==> src/rywc_pkg.sv <==
// Shared types, register indexes and Q8.8 arithmetic helpers.
// Used by every module of the yaw control and thruster mix block; no dependencies.
`timescale 1ns / 1ps
`default_nettype none

package rywc_pkg;

    typedef logic signed [15:0] t_q88;
    typedef logic [14:0]        t_lim;
    typedef logic [3:0]         t_reg_idx;

    // Configuration register indexes
    localparam t_reg_idx REG_YAW_SETPOINT    = 4'd0;
    localparam t_reg_idx REG_K_ERROR         = 4'd1;
    localparam t_reg_idx REG_K_RATE          = 4'd2;
    localparam t_reg_idx REG_K_FEEDFORWARD   = 4'd3;
    localparam t_reg_idx REG_YAW_OUT_LIMIT   = 4'd4;
    localparam t_reg_idx REG_SURGE_LIMIT     = 4'd5;
    localparam t_reg_idx REG_YAW_PITCH_LIMIT = 4'd6;
    localparam t_reg_idx REG_ROLL_LIMIT      = 4'd7;

    // Reset values
    localparam t_q88 RST_YAW_SETPOINT  = 16'sd0;
    localparam t_q88 RST_K_ERROR       = 16'sd256;
    localparam t_q88 RST_K_RATE        = 16'sd0;
    localparam t_q88 RST_K_FEEDFORWARD = 16'sd0;
    localparam t_lim RST_LIMIT         = 15'd32767;

    // Defaults for the shared thruster clamp and gain
    localparam t_lim P_THRUSTER_LIMIT = 15'd32767;
    localparam t_q88 P_THRUSTER_GAIN  = 16'sd256;

    // Block configuration as seen by the datapath
    typedef struct packed {
        t_q88 yaw_setpoint;
        t_q88 k_error;
        t_q88 k_rate;
        t_q88 k_feedforward;
        t_lim yaw_out_limit;
        t_lim surge_limit;
        t_lim yaw_pitch_limit;
        t_lim roll_limit;
    } t_cfg;

    // Clamped surge, pitch and roll carried alongside the yaw law
    typedef struct packed {
        t_q88 s;
        t_q88 p;
        t_q88 r;
    } t_cmds;

    // Saturate to 16 bits
    function automatic t_q88 sat16(input logic signed [23:0] v);
        if (v > 24'sd32767) begin
            return 16'sh7FFF;
        end else if (v < -24'sd32768) begin
            return 16'sh8000;
        end
        return v[15:0];
    endfunction

    // Q8.8 product rescale: floor shift by 8, then saturate
    function automatic t_q88 qscale(input logic signed [31:0] p);
        return sat16(signed'(p[31:8]));
    endfunction

    // Symmetric clamp: |x| >= lim gives sign(x)*lim
    function automatic logic signed [17:0] clamp_sym(input logic signed [17:0] x,
                                                     input t_lim lim);
        logic signed [17:0] ax;
        logic signed [17:0] sl;
        ax = x[17] ? -x : x;
        sl = signed'({3'b000, lim});
        if (ax >= sl) begin
            if (x > 18'sd0) begin
                return sl;
            end else if (x < 18'sd0) begin
                return -sl;
            end
            return 18'sd0;
        end
        return x;
    endfunction

    // Clamp a 16-bit value, result stays within 16 bits
    function automatic t_q88 clamp16(input t_q88 x, input t_lim lim);
        logic signed [17:0] c;
        c = clamp_sym(18'(x), lim);
        return c[15:0];
    endfunction

endpackage

`default_nettype wire

==> src/rywc_yaw_law.sv <==
// Yaw control law pipeline: error, three gain products, sum and clamps.
// Depends on rywc_pkg; also clamps surge, pitch and roll for the mixer.
`timescale 1ns / 1ps
`default_nettype none

module rywc_yaw_law
    import rywc_pkg::*;
(
    input  wire logic  i_clk,
    input  wire logic  i_rst_n,
    input  wire t_cfg  i_cfg,
    input  wire logic  i_valid,
    output logic       o_ready,
    input  wire t_q88  i_yaw_angle,
    input  wire t_q88  i_yaw_rate,
    input  wire t_q88  i_surge_cmd,
    input  wire t_q88  i_pitch_cmd,
    input  wire t_q88  i_roll_cmd,
    output logic       o_valid,
    input  wire logic  i_ready,
    output t_q88       o_yaw,
    output t_q88       o_yaw_cmd,
    output t_cmds      o_cmds
);

    // stage valids
    logic r_v1, r_v2, r_v3, r_v4;
    logic rdy1, rdy2, rdy3, rdy4;

    // stage payloads
    t_q88  r_err1, r_rate1;
    t_cmds r_cmds1, r_cmds2, r_cmds3, r_cmds4;
    logic signed [31:0] r_pe2, r_pr2, r_pf2;
    t_q88  r_u3;
    t_q88  r_yaw4, r_y4;

    t_q88  n_err1;
    t_cmds n_cmds1;
    logic signed [17:0] sum3;
    t_q88  n_u3;
    t_q88  n_yaw4;

    // per-stage ready: a stage moves when empty or its successor takes
    assign rdy4    = !r_v4 || i_ready;
    assign rdy3    = !r_v3 || rdy4;
    assign rdy2    = !r_v2 || rdy3;
    assign rdy1    = !r_v1 || rdy2;
    assign o_ready = rdy1;

    always_ff @(posedge i_clk) begin
        if (!i_rst_n) begin
            r_v1 <= 1'b0;
            r_v2 <= 1'b0;
            r_v3 <= 1'b0;
            r_v4 <= 1'b0;
        end else begin
            if (rdy1) r_v1 <= i_valid;
            if (rdy2) r_v2 <= r_v1;
            if (rdy3) r_v3 <= r_v2;
            if (rdy4) r_v4 <= r_v3;
        end
    end

    // stage 1: yaw error and command clamps
    always_comb begin
        n_err1    = sat16(24'(i_cfg.yaw_setpoint) - 24'(i_yaw_angle));
        n_cmds1.s = clamp16(i_surge_cmd, i_cfg.surge_limit);
        n_cmds1.p = clamp16(i_pitch_cmd, i_cfg.yaw_pitch_limit);
        n_cmds1.r = clamp16(i_roll_cmd, i_cfg.roll_limit);
    end

    always_ff @(posedge i_clk) begin
        if (rdy1 && i_valid) begin
            r_err1  <= n_err1;
            r_rate1 <= i_yaw_rate;
            r_cmds1 <= n_cmds1;
        end
    end

    // stage 2: the three gain products
    always_ff @(posedge i_clk) begin
        if (rdy2 && r_v1) begin
            r_pe2   <= r_err1 * i_cfg.k_error;
            r_pr2   <= r_rate1 * i_cfg.k_rate;
            r_pf2   <= i_cfg.yaw_setpoint * i_cfg.k_feedforward;
            r_cmds2 <= r_cmds1;
        end
    end

    // stage 3: rescale products, exact sum, saturate
    always_comb begin
        sum3 = 18'(qscale(r_pe2)) - 18'(qscale(r_pr2)) + 18'(qscale(r_pf2));
        n_u3 = sat16(24'(sum3));
    end

    always_ff @(posedge i_clk) begin
        if (rdy3 && r_v2) begin
            r_u3    <= n_u3;
            r_cmds3 <= r_cmds2;
        end
    end

    // stage 4: output clamp, then the shared yaw/pitch clamp
    assign n_yaw4 = clamp16(r_u3, i_cfg.yaw_out_limit);

    always_ff @(posedge i_clk) begin
        if (rdy4 && r_v3) begin
            r_yaw4  <= n_yaw4;
            r_y4    <= clamp16(n_yaw4, i_cfg.yaw_pitch_limit);
            r_cmds4 <= r_cmds3;
        end
    end

    assign o_valid   = r_v4;
    assign o_yaw     = r_yaw4;
    assign o_yaw_cmd = r_y4;
    assign o_cmds    = r_cmds4;

endmodule

`default_nettype wire

==> src/rywc_mixer.sv <==
// Thruster mixer pipeline: sum/difference mix, clamp, gain and rescale.
// Depends on rywc_pkg; fed by rywc_yaw_law.
`timescale 1ns / 1ps
`default_nettype none

module rywc_mixer
    import rywc_pkg::*;
#(
    parameter t_lim THRUSTER_LIMIT = P_THRUSTER_LIMIT,
    parameter t_q88 THRUSTER_GAIN  = P_THRUSTER_GAIN
) (
    input  wire logic  i_clk,
    input  wire logic  i_rst_n,
    input  wire logic  i_valid,
    output logic       o_ready,
    input  wire t_q88  i_yaw,
    input  wire t_q88  i_yaw_cmd,
    input  wire t_cmds i_cmds,
    output logic       o_valid,
    input  wire logic  i_ready,
    output t_q88       o_yaw_drive,
    output t_q88       o_thruster_a,
    output t_q88       o_thruster_b,
    output t_q88       o_thruster_c,
    output t_q88       o_thruster_d
);

    localparam int NTHR = 4;

    logic r_v5, r_v6, r_v7;
    logic rdy5, rdy6, rdy7;

    t_q88 r_yaw5, r_yaw6, r_yaw7;
    t_q88 r_c5 [NTHR];
    logic signed [31:0] r_p6 [NTHR];
    t_q88 r_o7 [NTHR];

    logic signed [17:0] mix [NTHR];
    logic signed [17:0] s, y, p, r;

    assign rdy7    = !r_v7 || i_ready;
    assign rdy6    = !r_v6 || rdy7;
    assign rdy5    = !r_v5 || rdy6;
    assign o_ready = rdy5;

    always_ff @(posedge i_clk) begin
        if (!i_rst_n) begin
            r_v5 <= 1'b0;
            r_v6 <= 1'b0;
            r_v7 <= 1'b0;
        end else begin
            if (rdy5) r_v5 <= i_valid;
            if (rdy6) r_v6 <= r_v5;
            if (rdy7) r_v7 <= r_v6;
        end
    end

    // stage 5: exact mix, then thruster clamp
    always_comb begin
        s = 18'(i_cmds.s);
        y = 18'(i_yaw_cmd);
        p = 18'(i_cmds.p);
        r = 18'(i_cmds.r);
        mix[0] = s + y - p - r;
        mix[1] = s + y + p + r;
        mix[2] = s - y - p + r;
        mix[3] = s - y + p - r;
    end

    always_ff @(posedge i_clk) begin
        if (rdy5 && i_valid) begin
            r_yaw5 <= i_yaw;
            for (int i = 0; i < NTHR; i++) begin
                r_c5[i] <= sat16(24'(clamp_sym(mix[i], THRUSTER_LIMIT)));
            end
        end
    end

    // stage 6: gain products
    always_ff @(posedge i_clk) begin
        if (rdy6 && r_v5) begin
            r_yaw6 <= r_yaw5;
            for (int i = 0; i < NTHR; i++) begin
                r_p6[i] <= r_c5[i] * THRUSTER_GAIN;
            end
        end
    end

    // stage 7: rescale into the output register
    always_ff @(posedge i_clk) begin
        if (rdy7 && r_v6) begin
            r_yaw7 <= r_yaw6;
            for (int i = 0; i < NTHR; i++) begin
                r_o7[i] <= qscale(r_p6[i]);
            end
        end
    end

    assign o_valid      = r_v7;
    assign o_yaw_drive  = r_yaw7;
    assign o_thruster_a = r_o7[0];
    assign o_thruster_b = r_o7[1];
    assign o_thruster_c = r_o7[2];
    assign o_thruster_d = r_o7[3];

endmodule

`default_nettype wire

==> src/rov_yaw_control_and_thruster_mix.sv <==
// Top level of the ROV yaw controller and four-thruster mixer.
// Depends on rywc_pkg, rywc_yaw_law and rywc_mixer.
`timescale 1ns / 1ps
`default_nettype none

// One result per input transfer through seven register stages. A new item may
// enter every cycle as long as an output stall has not filled every stage;
// new items are accepted while older ones are still in flight. The depth is
// set by the two multiplier stages (yaw gains, thruster gain), each followed
// by its own rescale/saturate stage, plus the error, clamp and mix stages.
// Each stage holds its item while the next one is full, so output stalls
// back up without loss; input ready drops only when all seven stages are full.
// Configuration writes are always taken (o_cfg_ready is high); indexes
// beyond 7 are ignored, and registers should be written only when the
// pipeline is empty.

module rov_yaw_control_and_thruster_mix
    import rywc_pkg::*;
#(
    parameter t_lim THRUSTER_LIMIT = P_THRUSTER_LIMIT,
    parameter t_q88 THRUSTER_GAIN  = P_THRUSTER_GAIN
) (
    input  wire logic        i_clk,
    input  wire logic        i_rst_n,
    // configuration write channel
    input  wire logic        i_cfg_valid,
    output logic             o_cfg_ready,
    input  wire t_reg_idx    i_cfg_index,
    input  wire logic [15:0] i_cfg_data,
    // input channel
    input  wire logic        i_in_valid,
    output logic             o_in_ready,
    input  wire t_q88        i_yaw_angle,
    input  wire t_q88        i_yaw_rate,
    input  wire t_q88        i_surge_cmd,
    input  wire t_q88        i_pitch_cmd,
    input  wire t_q88        i_roll_cmd,
    // output channel
    output logic             o_out_valid,
    input  wire logic        i_out_ready,
    output t_q88             o_yaw_drive,
    output t_q88             o_thruster_a,
    output t_q88             o_thruster_b,
    output t_q88             o_thruster_c,
    output t_q88             o_thruster_d
);

    t_cfg  r_cfg;
    logic  law_valid, mix_ready;
    t_q88  law_yaw, law_yaw_cmd;
    t_cmds law_cmds;

    assign o_cfg_ready = 1'b1;

    // configuration registers
    always_ff @(posedge i_clk) begin
        if (!i_rst_n) begin
            r_cfg.yaw_setpoint    <= RST_YAW_SETPOINT;
            r_cfg.k_error         <= RST_K_ERROR;
            r_cfg.k_rate          <= RST_K_RATE;
            r_cfg.k_feedforward   <= RST_K_FEEDFORWARD;
            r_cfg.yaw_out_limit   <= RST_LIMIT;
            r_cfg.surge_limit     <= RST_LIMIT;
            r_cfg.yaw_pitch_limit <= RST_LIMIT;
            r_cfg.roll_limit      <= RST_LIMIT;
        end else if (i_cfg_valid) begin
            unique case (i_cfg_index)
                REG_YAW_SETPOINT:    r_cfg.yaw_setpoint    <= i_cfg_data;
                REG_K_ERROR:         r_cfg.k_error         <= i_cfg_data;
                REG_K_RATE:          r_cfg.k_rate          <= i_cfg_data;
                REG_K_FEEDFORWARD:   r_cfg.k_feedforward   <= i_cfg_data;
                REG_YAW_OUT_LIMIT:   r_cfg.yaw_out_limit   <= i_cfg_data[14:0];
                REG_SURGE_LIMIT:     r_cfg.surge_limit     <= i_cfg_data[14:0];
                REG_YAW_PITCH_LIMIT: r_cfg.yaw_pitch_limit <= i_cfg_data[14:0];
                REG_ROLL_LIMIT:      r_cfg.roll_limit      <= i_cfg_data[14:0];
                default: ;
            endcase
        end
    end

    rywc_yaw_law u_yaw_law (
        .i_clk       (i_clk),
        .i_rst_n     (i_rst_n),
        .i_cfg       (r_cfg),
        .i_valid     (i_in_valid),
        .o_ready     (o_in_ready),
        .i_yaw_angle (i_yaw_angle),
        .i_yaw_rate  (i_yaw_rate),
        .i_surge_cmd (i_surge_cmd),
        .i_pitch_cmd (i_pitch_cmd),
        .i_roll_cmd  (i_roll_cmd),
        .o_valid     (law_valid),
        .i_ready     (mix_ready),
        .o_yaw       (law_yaw),
        .o_yaw_cmd   (law_yaw_cmd),
        .o_cmds      (law_cmds)
    );

    rywc_mixer #(
        .THRUSTER_LIMIT (THRUSTER_LIMIT),
        .THRUSTER_GAIN  (THRUSTER_GAIN)
    ) u_mixer (
        .i_clk        (i_clk),
        .i_rst_n      (i_rst_n),
        .i_valid      (law_valid),
        .o_ready      (mix_ready),
        .i_yaw        (law_yaw),
        .i_yaw_cmd    (law_yaw_cmd),
        .i_cmds       (law_cmds),
        .o_valid      (o_out_valid),
        .i_ready      (i_out_ready),
        .o_yaw_drive  (o_yaw_drive),
        .o_thruster_a (o_thruster_a),
        .o_thruster_b (o_thruster_b),
        .o_thruster_c (o_thruster_c),
        .o_thruster_d (o_thruster_d)
    );

endmodule

`default_nettype wire

==> config.mk <==
export PLATFORM = sky130hd
export DESIGN_NAME = rov_yaw_control_and_thruster_mix
export DESIGN_NICKNAME = d
export VERILOG_FILES = /design/src/rywc_pkg.sv /design/src/rywc_yaw_law.sv /design/src/rywc_mixer.sv /design/src/rov_yaw_control_and_thruster_mix.sv
export SDC_FILE = /design/constraint.sdc
export NUM_CORES = 2
export LEC_CHECK = 0
export BUFFER_PORTS_ARGS = -buffer_cell sky130_fd_sc_hd__buf_2
export CELL_PAD_IN_SITES_DETAIL_PLACEMENT = 0
export CELL_PAD_IN_SITES_GLOBAL_PLACEMENT = 1
export CORE_AREA = 2 2 352 354
export CTS_BUF_LIST = sky130_fd_sc_hd__clkbuf_4 sky130_fd_sc_hd__clkbuf_8 sky130_fd_sc_hd__clkbuf_16
export DETAILED_ROUTE_END_ITERATION = 16
export DIE_AREA = 0 0 354 356
export PLACE_DENSITY = 0.86
export SLEW_MARGIN = 20
export SYNTH_ARGS = -nofsm -noshare
export SYNTH_HDL_FRONTEND = slang
export SYNTH_SLANG_ARGS = --single-unit
export TNS_END_PERCENT = 30
==> constraint.sdc <==
create_clock -name i_clk -period 21.9 [get_ports i_clk]
set_clock_uncertainty 0.1 [all_clocks]
set_input_delay 1.095 -clock i_clk [delete_from_list [all_inputs] [get_ports i_clk]]
set_output_delay 1.095 -clock i_clk [all_outputs]
set_load 0.02 [all_outputs]
==> impl_metrics.csv <==
group,metric,value,unit
run_status,status,"finished, final reports clean",
pwr,pwr_density_cell,51.9,mW/mm^2
floorplan,dieHeight,356,microns
detailed_routing,wirelength,167,mm
detailed_routing,vias,46751,
worst_setup_path,worstPathMaxFanout,16,
job,cap_violations,0,
worst_setup_path,crit-reg2reg-launch,"u_yaw_law.r_err1[7]",
synthesis,asyncSetResetFlopFracSynth,0,
detailed_routing,dr.first_iter.drc_count,3186,
synthesis,synth_top_area_share,0.258,
synthesis,synth_cells,6690,
clock_tree,clkSlewWorstSetupHoldPaths,0.06,ns
synthesis,syn-num-nets,8118,
finish,most-common-layout-cells,"sky130_fd_sc_hd__inv_1 (1,094), sky130_fd_sc_hd__fa_1 (871), sky130_fd_sc_hd__nand2_1 (792)",
timing,final.min_clock_period,7.82,ns
global_routing,grt.busiest_layer,"met2",
floorplan,io_pins,188,
placement,buffer_ports.inserted,186,
clock_tree,cts_setup_buffers,0,
detailed_routing,wire_per_inst,19.9,microns
clock_tree,cts.hold.buffers_added,0,
timing,max_clock_freq,0.128,GHz
clock_tree,cts_resized,0,
timing,final-hold-violation-count,0,
min_path,whs_path_depth,0,
clock_tree,cts.htree.levels,3,
finish,layout_area_overhead,6.79,%
placement,dp.cells,8239,
timing,tns,0,ns
global_routing,maximum_number_of_pins_on_one_net_before_global_route_repair,81,
global_routing,grt_pass1_wl,267,mm
timing,finalSetupViolCount,0,
synthesis,synth_area_leader_cell,"sky130_fd_sc_hd__edfxtp_1",
global_routing,grt_usage,0.272,
worst_setup_path,r2r.worst_path.cells,24,
timing,finalMaxSlewViolations,0,
detailed_routing,viasPerCell,5.58,
clock_tree,cts_root_cell,"sky130_fd_sc_hd__clkbuf_16",
min_path,hold_crit_class,"reg -> reg",
worst_setup_path,worstPathRequired,22.21,ns
finish,final_standard_cell_utilization_of_the_core,0.592,
global_routing,grt_util_met3,0.0339,
detailed_routing,drt_pre_antenna_iters,8,
floorplan,core,0.123,sq mm
placement,hpwl,133,mm
synthesis,count_of_yosys_warnings_during_synthesis,0,
timing,slew_headroom,0.313,
synthesis,synth_top_flop_cell,"sky130_fd_sc_hd__edfxtp_1",
timing,grt_setup_unrepaired,"no",
timing,finalCritPeriodShare,0.357,
worst_setup_path,critical_path.startpoint_type,"register",
finish,insertedDiodeCount,0,
clock_tree,cts_made_buffers,73,
min_path,worstHoldEndpoint,"u_yaw_law.o_cmds[32]",
finish,most_common_library_cell_in_the_layout_ignoring_fill_and_taps,"sky130_fd_sc_hd__inv_1",
finish,nFillCells,10320,
floorplan,dieArea,0.126,sq mm
detailed_routing,route.detailed.drc,0,
worst_setup_path,critical_path.reg2reg.endpoint,"u_yaw_law.r_pe2[30]",
clock_tree,clkLatencyLatePin,0.68,ns
pwr,power_leakage,32.3,nW
worst_setup_path,timing.setup.critical_path_class,"reg -> reg",
detailed_routing,antenna_violating_nets_post_route,0,
finish,post_route_cells_drive_above_1_share,0.0659,
synthesis,postSynthRegisterBits,715,
floorplan,initial_core_util,0.554,
timing,worstMarginPinSlew,1.03,ns
synthesis,post_synth_num_cell_types,114,
synthesis,yosysSeqAreaShare,0.296,
finish,finalNetCount,8105,
global_routing,overflow,0,
finish,footprint_of_the_multi_input_gates,0.0426,sq mm
floorplan,std_cell_rows,129,
min_path,hp-start,"u_yaw_law.r_cmds3[32]",
worst_setup_path,wp_data_arrival,8.14,ns
clock_tree,tritoncts,"done",
worst_setup_path,timing.reg2reg.setup_slack,14.08,ns
synthesis,avgSynthCellArea,10.2,sq um
synthesis,synthesis.area,0.0680,sq mm
global_routing,grt_util_met2,0.442,
global_routing,grt_antenna_before_repair,6,
placement,globalplace.congestion,0.959,
clock_tree,clock_path_buffers,3,
global_routing,use_met1,0.382,
worst_setup_path,cp-end-kind,"register",
clock_tree,cts.sink_count,715,
finish,register_area,0.0202,sq mm
pwr,irDropWorstVdd,0.0000697,V
floorplan,die-width,354,microns
synthesis,synth_enable_flop_cells,584,
synthesis,synth.top_cells.by_area,"sky130_fd_sc_hd__edfxtp_1 (26%), sky130_fd_sc_hd__fa_1 (26%), sky130_fd_sc_hd__ha_1 (8.3%), sky130_fd_sc_hd__inv_1 (6.0%), sky130_fd_sc_hd__nand2_1 (4.4%)",
global_routing,vias_in_the_first_global_route,48002,
finish,final_cells,8371,
worst max-delay path: stages (launching register included):
cell,delay (ns)
sky130_fd_sc_hd__edfxtp_1,0.77
sky130_fd_sc_hd__nand2_1,0.17
sky130_fd_sc_hd__fa_1,0.56
sky130_fd_sc_hd__inv_1,0.06
sky130_fd_sc_hd__fa_1,0.53
sky130_fd_sc_hd__inv_1,0.05
sky130_fd_sc_hd__fa_1,0.51
sky130_fd_sc_hd__inv_1,0.06
sky130_fd_sc_hd__fa_1,0.47
sky130_fd_sc_hd__inv_1,0.05
sky130_fd_sc_hd__fa_1,0.53
sky130_fd_sc_hd__inv_1,0.05
sky130_fd_sc_hd__fa_1,0.47
sky130_fd_sc_hd__ha_1,0.38
sky130_fd_sc_hd__a21o_1,0.18
sky130_fd_sc_hd__a21oi_1,0.15
sky130_fd_sc_hd__o21ai_0,0.12
sky130_fd_sc_hd__a211oi_1,0.41
sky130_fd_sc_hd__o32a_1,0.22
sky130_fd_sc_hd__o21ai_0,0.24
sky130_fd_sc_hd__o41ai_1,0.64
sky130_fd_sc_hd__nor2_1,0.17
sky130_fd_sc_hd__or3_1,0.41
sky130_fd_sc_hd__a21oi_1,0.19
sky130_fd_sc_hd__xnor2_1,0.07
power breakdown:
part           leakage, nW  total (mW)  internal (mW)  switching, mW
Sequential            6.47        1.59           1.54         0.0559
Clock                 1.21        1.26          0.704          0.561
Combinational         24.6       0.910          0.354          0.556
Total                 32.3        3.77           2.60           1.17
synth_stat cells, drive strengths merged (24+ instances only):
cell type  instances
and2             314
o21a              46
buf               28
nand3             69
mux2              24
inv             1095
mux2i             51
or3               39
clkbuf           289
xor2              57
a21boi            59
o211ai            88
nor2             230
nor2b             66
xnor2            274
dfxtp            131
o21ai            189
nand2            794
nand2b            81
nor3              84
ha               452
a21oi            231
nand4             38
edfxtp           584
fa               871
nor4              27
a211oi            31
a21o             119
o31ai             37
per-layer routing:
metal	vias to the layer above	wire length [microns]
li1	21735	-
met1	23326	74300
met2	1389	77100
met3	291	9650
met4	10	5600
met5	-	63
how the worst max path moves through the flow:
stage                         start                   end  slack, ns  cells past startpoint
2_1_floorplan           i_out_ready  u_yaw_law.r_cmds2[0]      14.11                      5
3_3_place_gp    u_yaw_law.r_err1[7]   u_yaw_law.r_pe2[30]      14.28                     24
3_5_place_dp   u_yaw_law.r_err1[15]   u_yaw_law.r_pe2[30]      14.24                     19
4_1_cts                   r_cfg[96]   u_yaw_law.r_pe2[30]      14.18                     19
5_1_grt        u_yaw_law.r_err1[15]   u_yaw_law.r_pe2[30]      13.58                     19
6_report        u_yaw_law.r_err1[7]   u_yaw_law.r_pe2[30]      14.08                     24
kinds of logic (layout without fill, tap and decap cells):
logic type,count (synthesis),after routing,synth area share
AO/OA/AOI/OAI,975,975,0.0965
XOR/XNOR,331,331,0.0429
other,1,1,0.0000552
flip-flops,715,715,0.296
buffers and inverters,1412,1456,0.0788
multiplexers,75,75,0.0115
AND/OR/NAND/NOR,1852,1852,0.133
adder cells (fa/ha/maj),1329,1329,0.341
state kept, by name, summed over array words and instances, names as in the netlist, 16 cells and up:
signal               cells
r_cfg                  124
u_mixer.o_yaw_drive     16
u_mixer.r_c5            64
u_mixer.r_o7            64
u_mixer.r_p6            64
u_mixer.r_yaw5          16
u_mixer.r_yaw6          16
u_yaw_law.o_cmds        48
u_yaw_law.o_yaw         16
u_yaw_law.o_yaw_cmd     16
u_yaw_law.r_cmds1       48
u_yaw_law.r_cmds2       48
u_yaw_law.r_cmds3       48
u_yaw_law.r_err1        16
u_yaw_law.r_pe2         24
u_yaw_law.r_pf2         24
u_yaw_law.r_pr2         24
u_yaw_law.r_rate1       16
u_yaw_law.r_u3          16
per-stage QoR:
| step | setup slack (ns) | hold WS (ns) | cell area [sq um] | total power, mW |
|---|---|---|---|---|
| 6_report | 14.08 | 0.303 | 72600 | 3.77 |
| 5_1_grt | 13.58 | 0.317 | 72600 | 3.95 |
| 4_1_cts | 14.18 | 0.305 | 72600 | 3.79 |
| 3_5_place_dp | 14.24 | 0.305 | 70100 | 2.52 |
| 3_3_place_gp | 14.28 | 0.301 | 70100 | 2.51 |
| 2_1_floorplan | 14.11 | 0.300 | 68000 | 2.27 |
final cells by class:
class | instances | area share
clock inverters | 47 | 0.00619
clock buffers | 85 | 0.0275
multi-input cells | 4563 | 0.587
repair buffers | 229 | 0.0173
well taps | 1637 | 0.0282
flip-flops and latches | 715 | 0.278
inverters | 1095 | 0.0566
(Power assumes the default switching activity.)
